<file path="src/design/jscmd_pkg.sv">
// Package with the shared types, codes and constants of the JTAG shift command engine.
package jscmd_pkg;

  localparam int unsigned MAX_SHIFT_BITS_DEF = 8192;
  localparam int unsigned RES_SLOTS = 4;

  typedef enum logic [3:0] {
    PH_IDLE  = 4'd0,
    PH_PORT  = 4'd1,
    PH_FEAT1 = 4'd2,
    PH_FEAT2 = 4'd3,
    PH_UART1 = 4'd4,
    PH_UART2 = 4'd5,
    PH_UART3 = 4'd6,
    PH_LENHI = 4'd7,
    PH_LENLO = 4'd8,
    PH_TDI   = 4'd9,
    PH_TMS   = 4'd10,
    PH_WAIT  = 4'd11
  } phase_e;

  typedef enum logic [1:0] {
    KIND_REPLY = 2'd0,
    KIND_DRIVE = 2'd1,
    KIND_ERROR = 2'd2,
    KIND_LEAVE = 2'd3
  } kind_e;

  typedef enum logic [2:0] {
    ERR_PORT_MODE   = 3'd0,
    ERR_ACTION      = 3'd1,
    ERR_FEATURE     = 3'd2,
    ERR_UNSUPPORTED = 3'd3,
    ERR_LENGTH      = 3'd4
  } err_e;

  typedef enum logic {
    REQ_HOST_BYTE  = 1'b0,
    REQ_TDO_SAMPLE = 1'b1
  } req_e;

  // Command codes seen in idle.
  localparam logic [7:0] CMD_LEAVE       = 8'h00;
  localparam logic [7:0] CMD_PIN_MODE    = 8'h01;
  localparam logic [7:0] CMD_SET_FEATURE = 8'h02;
  localparam logic [7:0] CMD_READ_ADC    = 8'h03;
  localparam logic [7:0] CMD_SCAN        = 8'h05;
  localparam logic [7:0] CMD_REWELCOME   = 8'h06;
  localparam logic [7:0] CMD_BAUD_ECHO   = 8'h07;
  localparam logic [7:0] CMD_TCK_RATE    = 8'h08;

  // Feature codes.
  localparam logic [7:0] FEAT_LED     = 8'h01;
  localparam logic [7:0] FEAT_VREG    = 8'h02;
  localparam logic [7:0] FEAT_TRST    = 8'h04;
  localparam logic [7:0] FEAT_SRST    = 8'h08;
  localparam logic [7:0] FEAT_PULLUPS = 8'h10;

  localparam logic [1:0] PORT_MODE_MAX = 2'd2;

  // Re-welcome text "OCD1".
  localparam logic [7:0] WELCOME_TEXT [RES_SLOTS] = '{8'h4F, 8'h43, 8'h44, 8'h31};

  typedef struct packed {
    req_e       req_type;
    logic [7:0] rx_byte;
    logic       tdo_level;
  } req_t;

  typedef struct packed {
    kind_e      kind;
    logic [7:0] tx;
    logic       tdi;
    logic       tms;
    err_e       err;
  } res_entry_t;

  typedef struct packed {
    logic [1:0] port_mode;
    logic       pullups;
    logic       trst;
    logic       srst;
  } pins_t;

  typedef struct packed {
    logic [2:0]                      count;
    res_entry_t [RES_SLOTS-1:0]      entry;
    pins_t                           pins;
  } batch_t;

  function automatic res_entry_t mk_res(kind_e kind, logic [7:0] tx, logic tdi, logic tms,
                                        err_e err);
    res_entry_t r;
    r.kind = kind;
    r.tx   = tx;
    r.tdi  = tdi;
    r.tms  = tms;
    r.err  = err;
    return r;
  endfunction

endpackage

</file>
<file path="src/design/jscmd_req_if.sv">
// Interface of the input channel: host bytes and TDO samples.
interface jscmd_req_if;
  logic       valid;
  logic       ready;
  logic       req_type;
  logic [7:0] rx_byte;
  logic       tdo_level;

  modport source (output valid, req_type, rx_byte, tdo_level, input ready);
  modport sink   (input valid, req_type, rx_byte, tdo_level, output ready);
endinterface

</file>
<file path="src/design/jscmd_res_if.sv">
// Interface of the result channel: reply bytes, TCK requests, errors and leave notices.
interface jscmd_res_if;
  logic       valid;
  logic       ready;
  logic [1:0] result_kind;
  logic [7:0] tx_byte;
  logic       tdi_bit;
  logic       tms_bit;
  logic [2:0] error_code;
  logic [1:0] port_mode;
  logic       pullups_on;
  logic       trst_level;
  logic       srst_level;
  logic       last;

  modport source (output valid, result_kind, tx_byte, tdi_bit, tms_bit, error_code, port_mode,
                  pullups_on, trst_level, srst_level, last, input ready);
  modport sink   (input valid, result_kind, tx_byte, tdi_bit, tms_bit, error_code, port_mode,
                  pullups_on, trst_level, srst_level, last, output ready);
endinterface

</file>
<file path="src/design/jtag_shift_command_engine_unit.sv">
// Top level of the JTAG shift command engine: input register, parser and result register.
//
//   Channel | Direction | Item carries
//   --------+-----------+-----------------------------------------------------------
//   req_i   | in        | req_type, rx_byte (host byte), tdo_level (TDO sample)
//   res_o   | out       | result_kind, tx_byte, tdi_bit, tms_bit, error_code,
//           |           | port_mode, pullups_on, trst_level, srst_level, last
//
// An item is held in the input register and is parsed in the cycle it moves into the result
// register, so its first result is offered on res_o once the result register holds it.
// One item is taken per cycle as long as each item yields at most one result and res_o
// does not stall; an item that yields several results (at most four, for the re-welcome
// text) holds the result register until its last result is taken, and the next item
// waits in the input register meanwhile.
// Reset is asynchronous and active low; it puts the parser in idle, the pins in high
// impedance with pull-ups off and TRST and SRST high, and empties both registers.
// A stall on res_o backs up into the input register and then drops req_i.ready.
module jtag_shift_command_engine_unit import jscmd_pkg::*; #(
  parameter int unsigned MAX_SHIFT_BITS = MAX_SHIFT_BITS_DEF
) (
  input  logic clk_i,
  input  logic rst_ni,
  jscmd_req_if.sink   req_i,
  jscmd_res_if.source res_o
);

  logic       in_valid_q;
  req_t       in_q;
  logic       take;
  logic       free;
  logic       accept;
  batch_t     batch;
  res_entry_t out_entry;
  pins_t      out_pins;

  // The input register takes a new item whenever it is empty or its item moves on.
  assign take        = in_valid_q && free;
  assign req_i.ready = !in_valid_q || take;
  assign accept      = req_i.valid && req_i.ready;

  always_ff @(posedge clk_i or negedge rst_ni) begin
    if (!rst_ni) begin
      in_valid_q <= 1'b0;
    end else begin
      in_valid_q <= accept || (in_valid_q && !take);
    end
  end

  always_ff @(posedge clk_i) begin
    if (accept) begin
      in_q <= '{req_type: req_e'(req_i.req_type), rx_byte: req_i.rx_byte,
                tdo_level: req_i.tdo_level};
    end
  end

  // The parser updates its state and forms the whole batch of results in one step.
  jscmd_parser #(
    .MAX_SHIFT_BITS(MAX_SHIFT_BITS)
  ) u_parser (
    .clk_i,
    .rst_ni,
    .take_i (take),
    .item_i (in_q),
    .batch_o(batch)
  );

  // The result register serializes the batch onto res_o.
  jscmd_outbuf u_outbuf (
    .clk_i,
    .rst_ni,
    .load_i     (take),
    .batch_i    (batch),
    .out_ready_i(res_o.ready),
    .out_valid_o(res_o.valid),
    .out_entry_o(out_entry),
    .out_pins_o (out_pins),
    .out_last_o (res_o.last),
    .free_o     (free)
  );

  assign res_o.result_kind = out_entry.kind;
  assign res_o.tx_byte     = out_entry.tx;
  assign res_o.tdi_bit     = out_entry.tdi;
  assign res_o.tms_bit     = out_entry.tms;
  assign res_o.error_code  = out_entry.err;
  assign res_o.port_mode   = out_pins.port_mode;
  assign res_o.pullups_on  = out_pins.pullups;
  assign res_o.trst_level  = out_pins.trst;
  assign res_o.srst_level  = out_pins.srst;

endmodule

</file>
<file path="src/design/jscmd_parser.sv">
// Command parser and TAP shift state: turns one item into a batch of up to four results.
module jscmd_parser import jscmd_pkg::*; #(
  parameter int unsigned MAX_SHIFT_BITS = MAX_SHIFT_BITS_DEF
) (
  input  logic   clk_i,
  input  logic   rst_ni,
  input  logic   take_i,
  input  req_t   item_i,
  output batch_t batch_o
);

  localparam logic [15:0] MaxLen = 16'(MAX_SHIFT_BITS);

  phase_e      phase_q, phase_d;
  logic [7:0]  arg0_q, arg0_d;
  logic [15:0] rem_q, rem_d;
  logic [7:0]  tdi_q, tdi_d;
  logic [7:0]  tms_q, tms_d;
  logic [7:0]  tdo_q, tdo_d;
  logic [3:0]  bib_q, bib_d;
  pins_t       pins_q, pins_d;

  logic [7:0]  b;
  logic [15:0] len;
  logic [15:0] rem_dec;
  logic [3:0]  bib_dec;
  logic [3:0]  bib_new;
  logic [7:0]  tdo_new;

  assign b       = item_i.rx_byte;
  assign len     = {arg0_q, b};
  assign rem_dec = (rem_q != 16'd0) ? rem_q - 16'd1 : rem_q;
  assign bib_dec = (bib_q != 4'd0) ? bib_q - 4'd1 : bib_q;
  assign bib_new = (rem_q >= 16'd8) ? 4'd8 : rem_q[3:0];
  assign tdo_new = {item_i.tdo_level, tdo_q[7:1]};

  always_comb begin
    phase_d = phase_q;
    arg0_d  = arg0_q;
    rem_d   = rem_q;
    tdi_d   = tdi_q;
    tms_d   = tms_q;
    tdo_d   = tdo_q;
    bib_d   = bib_q;
    pins_d  = pins_q;
    batch_o = '0;

    if (item_i.req_type == REQ_HOST_BYTE) begin
      unique case (phase_q)
        PH_IDLE: begin
          unique case (b)
            CMD_LEAVE: begin
              pins_d = '{port_mode: 2'd0, pullups: 1'b0, trst: 1'b1, srst: 1'b1};
              batch_o.count    = 3'd1;
              batch_o.entry[0] = mk_res(KIND_LEAVE, 8'h00, 1'b0, 1'b0, ERR_PORT_MODE);
            end
            CMD_REWELCOME: begin
              batch_o.count = 3'd4;
              for (int i = 0; i < RES_SLOTS; i++) begin
                batch_o.entry[i] = mk_res(KIND_REPLY, WELCOME_TEXT[i], 1'b0, 1'b0,
                                          ERR_PORT_MODE);
              end
            end
            CMD_READ_ADC, CMD_TCK_RATE: begin
              batch_o.count    = 3'd1;
              batch_o.entry[0] = mk_res(KIND_ERROR, 8'h00, 1'b0, 1'b0, ERR_UNSUPPORTED);
            end
            CMD_PIN_MODE:    phase_d = PH_PORT;
            CMD_SET_FEATURE: phase_d = PH_FEAT1;
            CMD_BAUD_ECHO:   phase_d = PH_UART1;
            CMD_SCAN:        phase_d = PH_LENHI;
            default: begin
              // Unknown code: answer with a zero byte and stay idle.
              batch_o.count    = 3'd1;
              batch_o.entry[0] = mk_res(KIND_REPLY, 8'h00, 1'b0, 1'b0, ERR_PORT_MODE);
            end
          endcase
        end
        PH_PORT: begin
          phase_d = PH_IDLE;
          if (b > {6'd0, PORT_MODE_MAX}) begin
            batch_o.count    = 3'd1;
            batch_o.entry[0] = mk_res(KIND_ERROR, 8'h00, 1'b0, 1'b0, ERR_PORT_MODE);
          end else begin
            pins_d.port_mode = b[1:0];
          end
        end
        PH_FEAT1: begin
          arg0_d  = b;
          phase_d = PH_FEAT2;
        end
        PH_FEAT2: begin
          phase_d = PH_IDLE;
          if (b > 8'd1) begin
            batch_o.count    = 3'd1;
            batch_o.entry[0] = mk_res(KIND_ERROR, 8'h00, 1'b0, 1'b0, ERR_ACTION);
          end else if (arg0_q == FEAT_PULLUPS) begin
            pins_d.pullups = b[0];
          end else if (arg0_q == FEAT_TRST) begin
            pins_d.trst = b[0];
          end else if (arg0_q == FEAT_SRST) begin
            pins_d.srst = b[0];
          end else if (arg0_q != FEAT_LED && arg0_q != FEAT_VREG) begin
            batch_o.count    = 3'd1;
            batch_o.entry[0] = mk_res(KIND_ERROR, 8'h00, 1'b0, 1'b0, ERR_FEATURE);
          end
        end
        PH_UART1: begin
          arg0_d  = b;
          phase_d = PH_UART2;
        end
        PH_UART2: phase_d = PH_UART3;
        PH_UART3: begin
          phase_d          = PH_IDLE;
          batch_o.count    = 3'd2;
          batch_o.entry[0] = mk_res(KIND_REPLY, CMD_BAUD_ECHO, 1'b0, 1'b0, ERR_PORT_MODE);
          batch_o.entry[1] = mk_res(KIND_REPLY, arg0_q, 1'b0, 1'b0, ERR_PORT_MODE);
        end
        PH_LENHI: begin
          arg0_d  = b;
          phase_d = PH_LENLO;
        end
        PH_LENLO: begin
          if (len > MaxLen) begin
            rem_d            = 16'd0;
            phase_d          = PH_IDLE;
            batch_o.count    = 3'd1;
            batch_o.entry[0] = mk_res(KIND_ERROR, 8'h00, 1'b0, 1'b0, ERR_LENGTH);
          end else begin
            rem_d            = len;
            phase_d          = (len == 16'd0) ? PH_IDLE : PH_TDI;
            batch_o.count    = 3'd3;
            batch_o.entry[0] = mk_res(KIND_REPLY, CMD_SCAN, 1'b0, 1'b0, ERR_PORT_MODE);
            batch_o.entry[1] = mk_res(KIND_REPLY, arg0_q, 1'b0, 1'b0, ERR_PORT_MODE);
            batch_o.entry[2] = mk_res(KIND_REPLY, b, 1'b0, 1'b0, ERR_PORT_MODE);
          end
        end
        PH_TDI: begin
          tdi_d   = b;
          phase_d = PH_TMS;
        end
        PH_TMS: begin
          tms_d = b;
          bib_d = bib_new;
          tdo_d = 8'h00;
          if (bib_new == 4'd0) begin
            phase_d = PH_IDLE;
          end else begin
            batch_o.count    = 3'd1;
            batch_o.entry[0] = mk_res(KIND_DRIVE, 8'h00, tdi_q[0], b[0], ERR_PORT_MODE);
            tdi_d            = {1'b0, tdi_q[7:1]};
            tms_d            = {1'b0, b[7:1]};
            phase_d          = PH_WAIT;
          end
        end
        default: ;  // Host bytes are dropped while a TDO sample is pending.
      endcase
    end else if (phase_q == PH_WAIT) begin
      tdo_d = tdo_new;
      rem_d = rem_dec;
      bib_d = bib_dec;
      batch_o.count = 3'd1;
      if (bib_dec != 4'd0) begin
        batch_o.entry[0] = mk_res(KIND_DRIVE, 8'h00, tdi_q[0], tms_q[0], ERR_PORT_MODE);
        tdi_d            = {1'b0, tdi_q[7:1]};
        tms_d            = {1'b0, tms_q[7:1]};
      end else begin
        batch_o.entry[0] = mk_res(KIND_REPLY, tdo_new, 1'b0, 1'b0, ERR_PORT_MODE);
        phase_d          = (rem_dec == 16'd0) ? PH_IDLE : PH_TDI;
      end
    end

    batch_o.pins = pins_d;
  end

  always_ff @(posedge clk_i or negedge rst_ni) begin
    if (!rst_ni) begin
      phase_q <= PH_IDLE;
      arg0_q  <= 8'h00;
      rem_q   <= 16'd0;
      tdi_q   <= 8'h00;
      tms_q   <= 8'h00;
      tdo_q   <= 8'h00;
      bib_q   <= 4'd0;
      pins_q  <= '{port_mode: 2'd0, pullups: 1'b0, trst: 1'b1, srst: 1'b1};
    end else if (take_i) begin
      phase_q <= phase_d;
      arg0_q  <= arg0_d;
      rem_q   <= rem_d;
      tdi_q   <= tdi_d;
      tms_q   <= tms_d;
      tdo_q   <= tdo_d;
      bib_q   <= bib_d;
      pins_q  <= pins_d;
    end
  end

endmodule

</file>
<file path="src/design/jscmd_outbuf.sv">
// Result register: holds one batch and hands its results out one per handshake.
module jscmd_outbuf import jscmd_pkg::*; (
  input  logic       clk_i,
  input  logic       rst_ni,
  input  logic       load_i,
  input  batch_t     batch_i,
  input  logic       out_ready_i,
  output logic       out_valid_o,
  output res_entry_t out_entry_o,
  output pins_t      out_pins_o,
  output logic       out_last_o,
  output logic       free_o
);

  logic [2:0]                 rem_q;
  logic [1:0]                 idx_q;
  res_entry_t [RES_SLOTS-1:0] entry_q;
  pins_t                      pins_q;
  logic                       pop;

  assign out_valid_o = (rem_q != 3'd0);
  assign pop         = out_valid_o && out_ready_i;
  assign out_entry_o = entry_q[idx_q];
  assign out_pins_o  = pins_q;
  assign out_last_o  = (rem_q == 3'd1);
  // Room for a new batch once the last result of the current one leaves.
  assign free_o      = (rem_q == 3'd0) || (out_last_o && out_ready_i);

  always_ff @(posedge clk_i or negedge rst_ni) begin
    if (!rst_ni) begin
      rem_q <= 3'd0;
      idx_q <= 2'd0;
    end else if (load_i) begin
      rem_q <= batch_i.count;
      idx_q <= 2'd0;
    end else if (pop) begin
      rem_q <= rem_q - 3'd1;
      idx_q <= idx_q + 2'd1;
    end
  end

  always_ff @(posedge clk_i) begin
    if (load_i) begin
      entry_q <= batch_i.entry;
      pins_q  <= batch_i.pins;
    end
  end

endmodule

</file>
<file path="src/flat_wrapper.sv">
// flat-port wrapper written by rule: the top's interface ports become plain ports
module jtag_shift_command_engine_unit_flat import jscmd_pkg::*;
#(
  parameter int unsigned MAX_SHIFT_BITS = MAX_SHIFT_BITS_DEF
)
  (clk_i, rst_ni, req_i_valid, req_i_req_type, req_i_rx_byte, req_i_tdo_level, req_i_ready, res_o_valid, res_o_result_kind, res_o_tx_byte, res_o_tdi_bit, res_o_tms_bit, res_o_error_code, res_o_port_mode, res_o_pullups_on, res_o_trst_level, res_o_srst_level, res_o_last, res_o_ready);
  jscmd_req_if req_i_i ();
  jscmd_res_if res_o_i ();
  input  logic clk_i;
  input  logic rst_ni;
  input wire logic [$bits(req_i_i.valid)-1:0] req_i_valid;
  input wire logic [$bits(req_i_i.req_type)-1:0] req_i_req_type;
  input wire logic [$bits(req_i_i.rx_byte)-1:0] req_i_rx_byte;
  input wire logic [$bits(req_i_i.tdo_level)-1:0] req_i_tdo_level;
  output wire logic [$bits(req_i_i.ready)-1:0] req_i_ready;
  output wire logic [$bits(res_o_i.valid)-1:0] res_o_valid;
  output wire logic [$bits(res_o_i.result_kind)-1:0] res_o_result_kind;
  output wire logic [$bits(res_o_i.tx_byte)-1:0] res_o_tx_byte;
  output wire logic [$bits(res_o_i.tdi_bit)-1:0] res_o_tdi_bit;
  output wire logic [$bits(res_o_i.tms_bit)-1:0] res_o_tms_bit;
  output wire logic [$bits(res_o_i.error_code)-1:0] res_o_error_code;
  output wire logic [$bits(res_o_i.port_mode)-1:0] res_o_port_mode;
  output wire logic [$bits(res_o_i.pullups_on)-1:0] res_o_pullups_on;
  output wire logic [$bits(res_o_i.trst_level)-1:0] res_o_trst_level;
  output wire logic [$bits(res_o_i.srst_level)-1:0] res_o_srst_level;
  output wire logic [$bits(res_o_i.last)-1:0] res_o_last;
  input wire logic [$bits(res_o_i.ready)-1:0] res_o_ready;
  assign req_i_i.valid = req_i_valid;
  assign req_i_i.req_type = req_i_req_type;
  assign req_i_i.rx_byte = req_i_rx_byte;
  assign req_i_i.tdo_level = req_i_tdo_level;
  assign req_i_ready = req_i_i.ready;
  assign res_o_valid = res_o_i.valid;
  assign res_o_result_kind = res_o_i.result_kind;
  assign res_o_tx_byte = res_o_i.tx_byte;
  assign res_o_tdi_bit = res_o_i.tdi_bit;
  assign res_o_tms_bit = res_o_i.tms_bit;
  assign res_o_error_code = res_o_i.error_code;
  assign res_o_port_mode = res_o_i.port_mode;
  assign res_o_pullups_on = res_o_i.pullups_on;
  assign res_o_trst_level = res_o_i.trst_level;
  assign res_o_srst_level = res_o_i.srst_level;
  assign res_o_last = res_o_i.last;
  assign res_o_i.ready = res_o_ready;
  jtag_shift_command_engine_unit #(.MAX_SHIFT_BITS(MAX_SHIFT_BITS)) u_core (.clk_i(clk_i), .rst_ni(rst_ni), .req_i(req_i_i), .res_o(res_o_i));
endmodule
</file>
<file path="config.mk">
export PLATFORM = sky130hd
export DESIGN_NAME = jtag_shift_command_engine_unit_flat
export DESIGN_NICKNAME = d
export VERILOG_FILES = /design/src/design/jscmd_pkg.sv /design/src/design/jscmd_req_if.sv /design/src/design/jscmd_res_if.sv /design/src/design/jtag_shift_command_engine_unit.sv /design/src/design/jscmd_parser.sv /design/src/design/jscmd_outbuf.sv /design/src/flat_wrapper.sv
export SDC_FILE = /design/constraint.sdc
export NUM_CORES = 1
export LEC_CHECK = 0
export BUFFER_PORTS_ARGS = -buffer_cell sky130_fd_sc_hd__buf_2
export CORE_MARGIN = 1.5
export CORE_UTILIZATION = 40
export DETAILED_ROUTE_END_ITERATION = 6
export SETUP_SLACK_MARGIN = 0.4
export SYNTH_ARGS = -nofsm -noshare
export SYNTH_HDL_FRONTEND = slang
export SYNTH_SLANG_ARGS = --single-unit
</file>
<file path="constraint.sdc">
create_clock -name clk_i -period 3.73 [get_ports clk_i]
set_input_delay 0.373 -clock clk_i [delete_from_list [all_inputs] [get_ports clk_i]]
set_output_delay 0.373 -clock clk_i [all_outputs]
set_load 0.01 [all_outputs]
</file>
==> metrics.yaml <==
status: "completed"
synth_area_mm2: 0.00650
yosys.area.top_type: "dfrtp_1"
grt_max_degree: 67
drive_above_1_share_pct: 19.5
core_mm2: 0.0159
slew_viol_final: 0
syn_avg_cell_area_um2: 9.91
skew_ns: 0.00788
fin_cells: 910
post-route-min-period_ns: 2.95
irDropWorstVdd_v: 0.000354
core.rowCount: 46
cts.sinks: 113
worstMarginPinSlew_ns: 1.40
max_freq_mhz: 338
cts_buffer_depth: 2
globalRouteTotalUtil_pct: 22.2
drt_iter0_markers: 489
area_growth_syn_to_layout_pct: 15.5
relSlewSlack_pct: 4.04
gr-total-overflow: 0
finalSetupViolCount: 0
place_hpwl_um: 12200
grt_pass1_wl_um: 28600
ys.flop_type: "dfrtp_1"
die_area_mm2: 0.0170
rsz0062_at_grt: "no"
gp_congestion: 0.901
grt_pass1_vias: 5129
htree_levels: 4
power_density_mw_per_mm2: 641
reg2reg_slack_ns: 0.78
ys_top_cells_by_area: "dfrtp_1 (25%), edfxtp_1 (22%), nand2_1 (3.9%)"
synth-edff-count: 47
antenna_found_initial: 0
critPathTopFamily: "simple AND/OR/NAND/NOR gates"
syn_inst: 656
diodes: 0
seq_area_frac_synth_pct: 47.1
synth.distinct_cells: 70
fin_tns_setup_ns: 0
cts.clk_slew.worst_paths_ns: 0.06
drc: 0
fin_nets: 701
cpMaxStageDelayCell: "or4b_2"
die_w_um: 131
timing.hold.ws_ns: 0.125
cts_setup_buffers: 0
crit_buf_inv: 0
yosysWarnings: 0
dp_cells: 878
finalCritPeriodShare_pct: 79.2
cts_hold_buf: 0
start_util_pct: 40.9
maxCapViolations: 0
hold_class: "in -> reg"
critPathKind: "reg -> reg"
root_buffer: "clkbuf_16"
routedWlPerCell_um: 19.3
ios: 37
worstPathRequired_ns: 4.08
cts_buffers: 17
port_buffers: 36
detail-route-antenna-nets: 0
path_cells: "or4b_2, nand2b_1, a21o_1, nor3_1, a22oi_1, nand2_1"
setup_ws_ns: 0.776
slowest_delay_ns: 0.77
synth_top_area_share_pct: 24.6
async_reset_ff_share_pct: 58.4
die_h_um: 131
path_max_fanout: 27
critical_path_arrival_ns: 3.31
syn-num-nets: 676
cts_tree: "yes"
clock_latency_ns: 0.42
first_pass_iters: 6
ys_seq_elements: 113
total_leakage_power_nw: 3.21
dr_total_vias: 5356
end_kind: "flip-flop"
final_util_pct: 47.3
crit_path_start_kind: "flip-flop"
viasPerCell: 5.89
drt-total-wl_um: 17500
final_hold_viol_count: 0
place_ws_ns: 0.761
==> synth_stat cells (19+ instances only) <==
cell type,number
nand2_1,67
a21oi_1,31
inv_1,23
and2_1,19
mux2_2,22
edfxtp_1,47
nor3_1,23
nor2_1,40
nor4_1,19
clkbuf_1,39
o21ai_0,40
dfrtp_1,64
==> cell type report <==
class                           instances  area [um2]
Sequential cell                       113        3070
Inverter                               23        86.3
Clock buffer                           21         493
Fill cell                            1528        8370
Tap cell                              216         270
Timing Repair Buffer                   54         315
Multi-Input combinational cell        472        3160
Clock inverter                         11         124
==> flip-flops by register name (all words and copies together), names as in the netlist, 5 cells and up <==
register	flops
u_core.u_outbuf.out_pins_o	5
u_core.u_parser.pins_q	5
u_core.u_parser.arg0_q	8
u_core.u_parser.tdi_q	8
u_core.in_q	10
u_core.u_parser.tdo_q	7
u_core.u_parser.rem_q	16
u_core.u_parser.tms_q	8
u_core.u_outbuf.entry_q	32
==> placed cells by master (no fill, tap or decap), types with 7 or more instances in the layout <==
| cell type | n |
|---|---|
| a21o_1 | 13 |
| a21oi_1 | 31 |
| a22o_1 | 11 |
| and2_1 | 19 |
| buf_2 | 36 |
| buf_4 | 18 |
| clkbuf_16 | 19 |
| dfrtp_1 | 64 |
| edfxtp_1 | 47 |
| inv_1 | 22 |
| mux2_2 | 22 |
| mux2_4 | 7 |
| mux2i_1 | 18 |
| nand2_1 | 67 |
| nand2b_1 | 13 |
| nand4_1 | 7 |
| nor2_1 | 40 |
| nor2b_1 | 11 |
| nor3_1 | 23 |
| nor4_1 | 18 |
| o21ai_0 | 40 |
| o31ai_1 | 7 |
| or3_1 | 10 |
| or4_1 | 8 |
==> per-layer routing <==
| metal | vias to the layer above | share of wire [%] | global-route usage (%) |
|---|---|---|---|
| met5 | - | 0 | 0 |
| met4 | 0 | 1.5 | 7.30 |
| met3 | 30 | 6.7 | 4.36 |
| met2 | 223 | 47 | 35.5 |
| met1 | 2612 | 45 | 30.4 |
| li1 | 2491 | - | - |
==> cells by family (layout without fill, tap and decap cells) <==
kind of cell | after synthesis | count (layout) | share of synthesized area [%]
adders and majority gates | 7 | 7 | 1.31
buffers and inverters | 71 | 109 | 4.50
and+or+nand+nor | 243 | 243 | 19.6
muxes | 50 | 50 | 9.23
xor gates and xnor gates | 8 | 8 | 1.08
AOI/OAI and AO/OA | 164 | 164 | 17.2
DFF | 113 | 113 | 47.1
==> power by group <==
| part | total (mW) | leakage, nW | switching, mW | internal [mW] |
|---|---|---|---|---|
| Sequential | 1.83 | 1.33 | 0.216 | 1.61 |
| Clock | 1.68 | 0.296 | 0.601 | 1.08 |
| Combinational | 1.31 | 1.58 | 0.820 | 0.486 |
| Total | 4.82 | 3.21 | 1.64 | 3.18 |
==> stage by stage <==
stage               instance area, um2  power [mW]
global placement                  6890        3.14
detailed placement                6890        3.16
finish                            7510        4.82
CTS                               7510        4.84
global route                      7510        5.08
floorplan                         6500        2.64
==> worst paths after layout <==
kind,startpoint,to,cells after the start
hold / removal,req_i_rx_byte[3],u_core.in_q[4],1
setup / recovery,u_core.u_parser.phase_q[2],u_core.u_parser.rem_q[4],6
min in group asynchronous,rst_ni,u_core.u_parser.rem_q[12],2
hold reg to reg,u_core.u_parser.tms_q[7],u_core.u_parser.tms_q[7],2
setup reg to reg,u_core.u_parser.phase_q[2],u_core.u_parser.rem_q[4],6
max in group asynchronous,rst_ni,u_core.in_valid_q,2
==> what timing repair did <==
action / 4_1_cts / 5_1_grt
gates resized for setup: 0 / 1
endpoints found under the hold margin: 0 / 0
endpoints found under the setup margin: 0 / 2
Power figures use the tool's default switching activity.
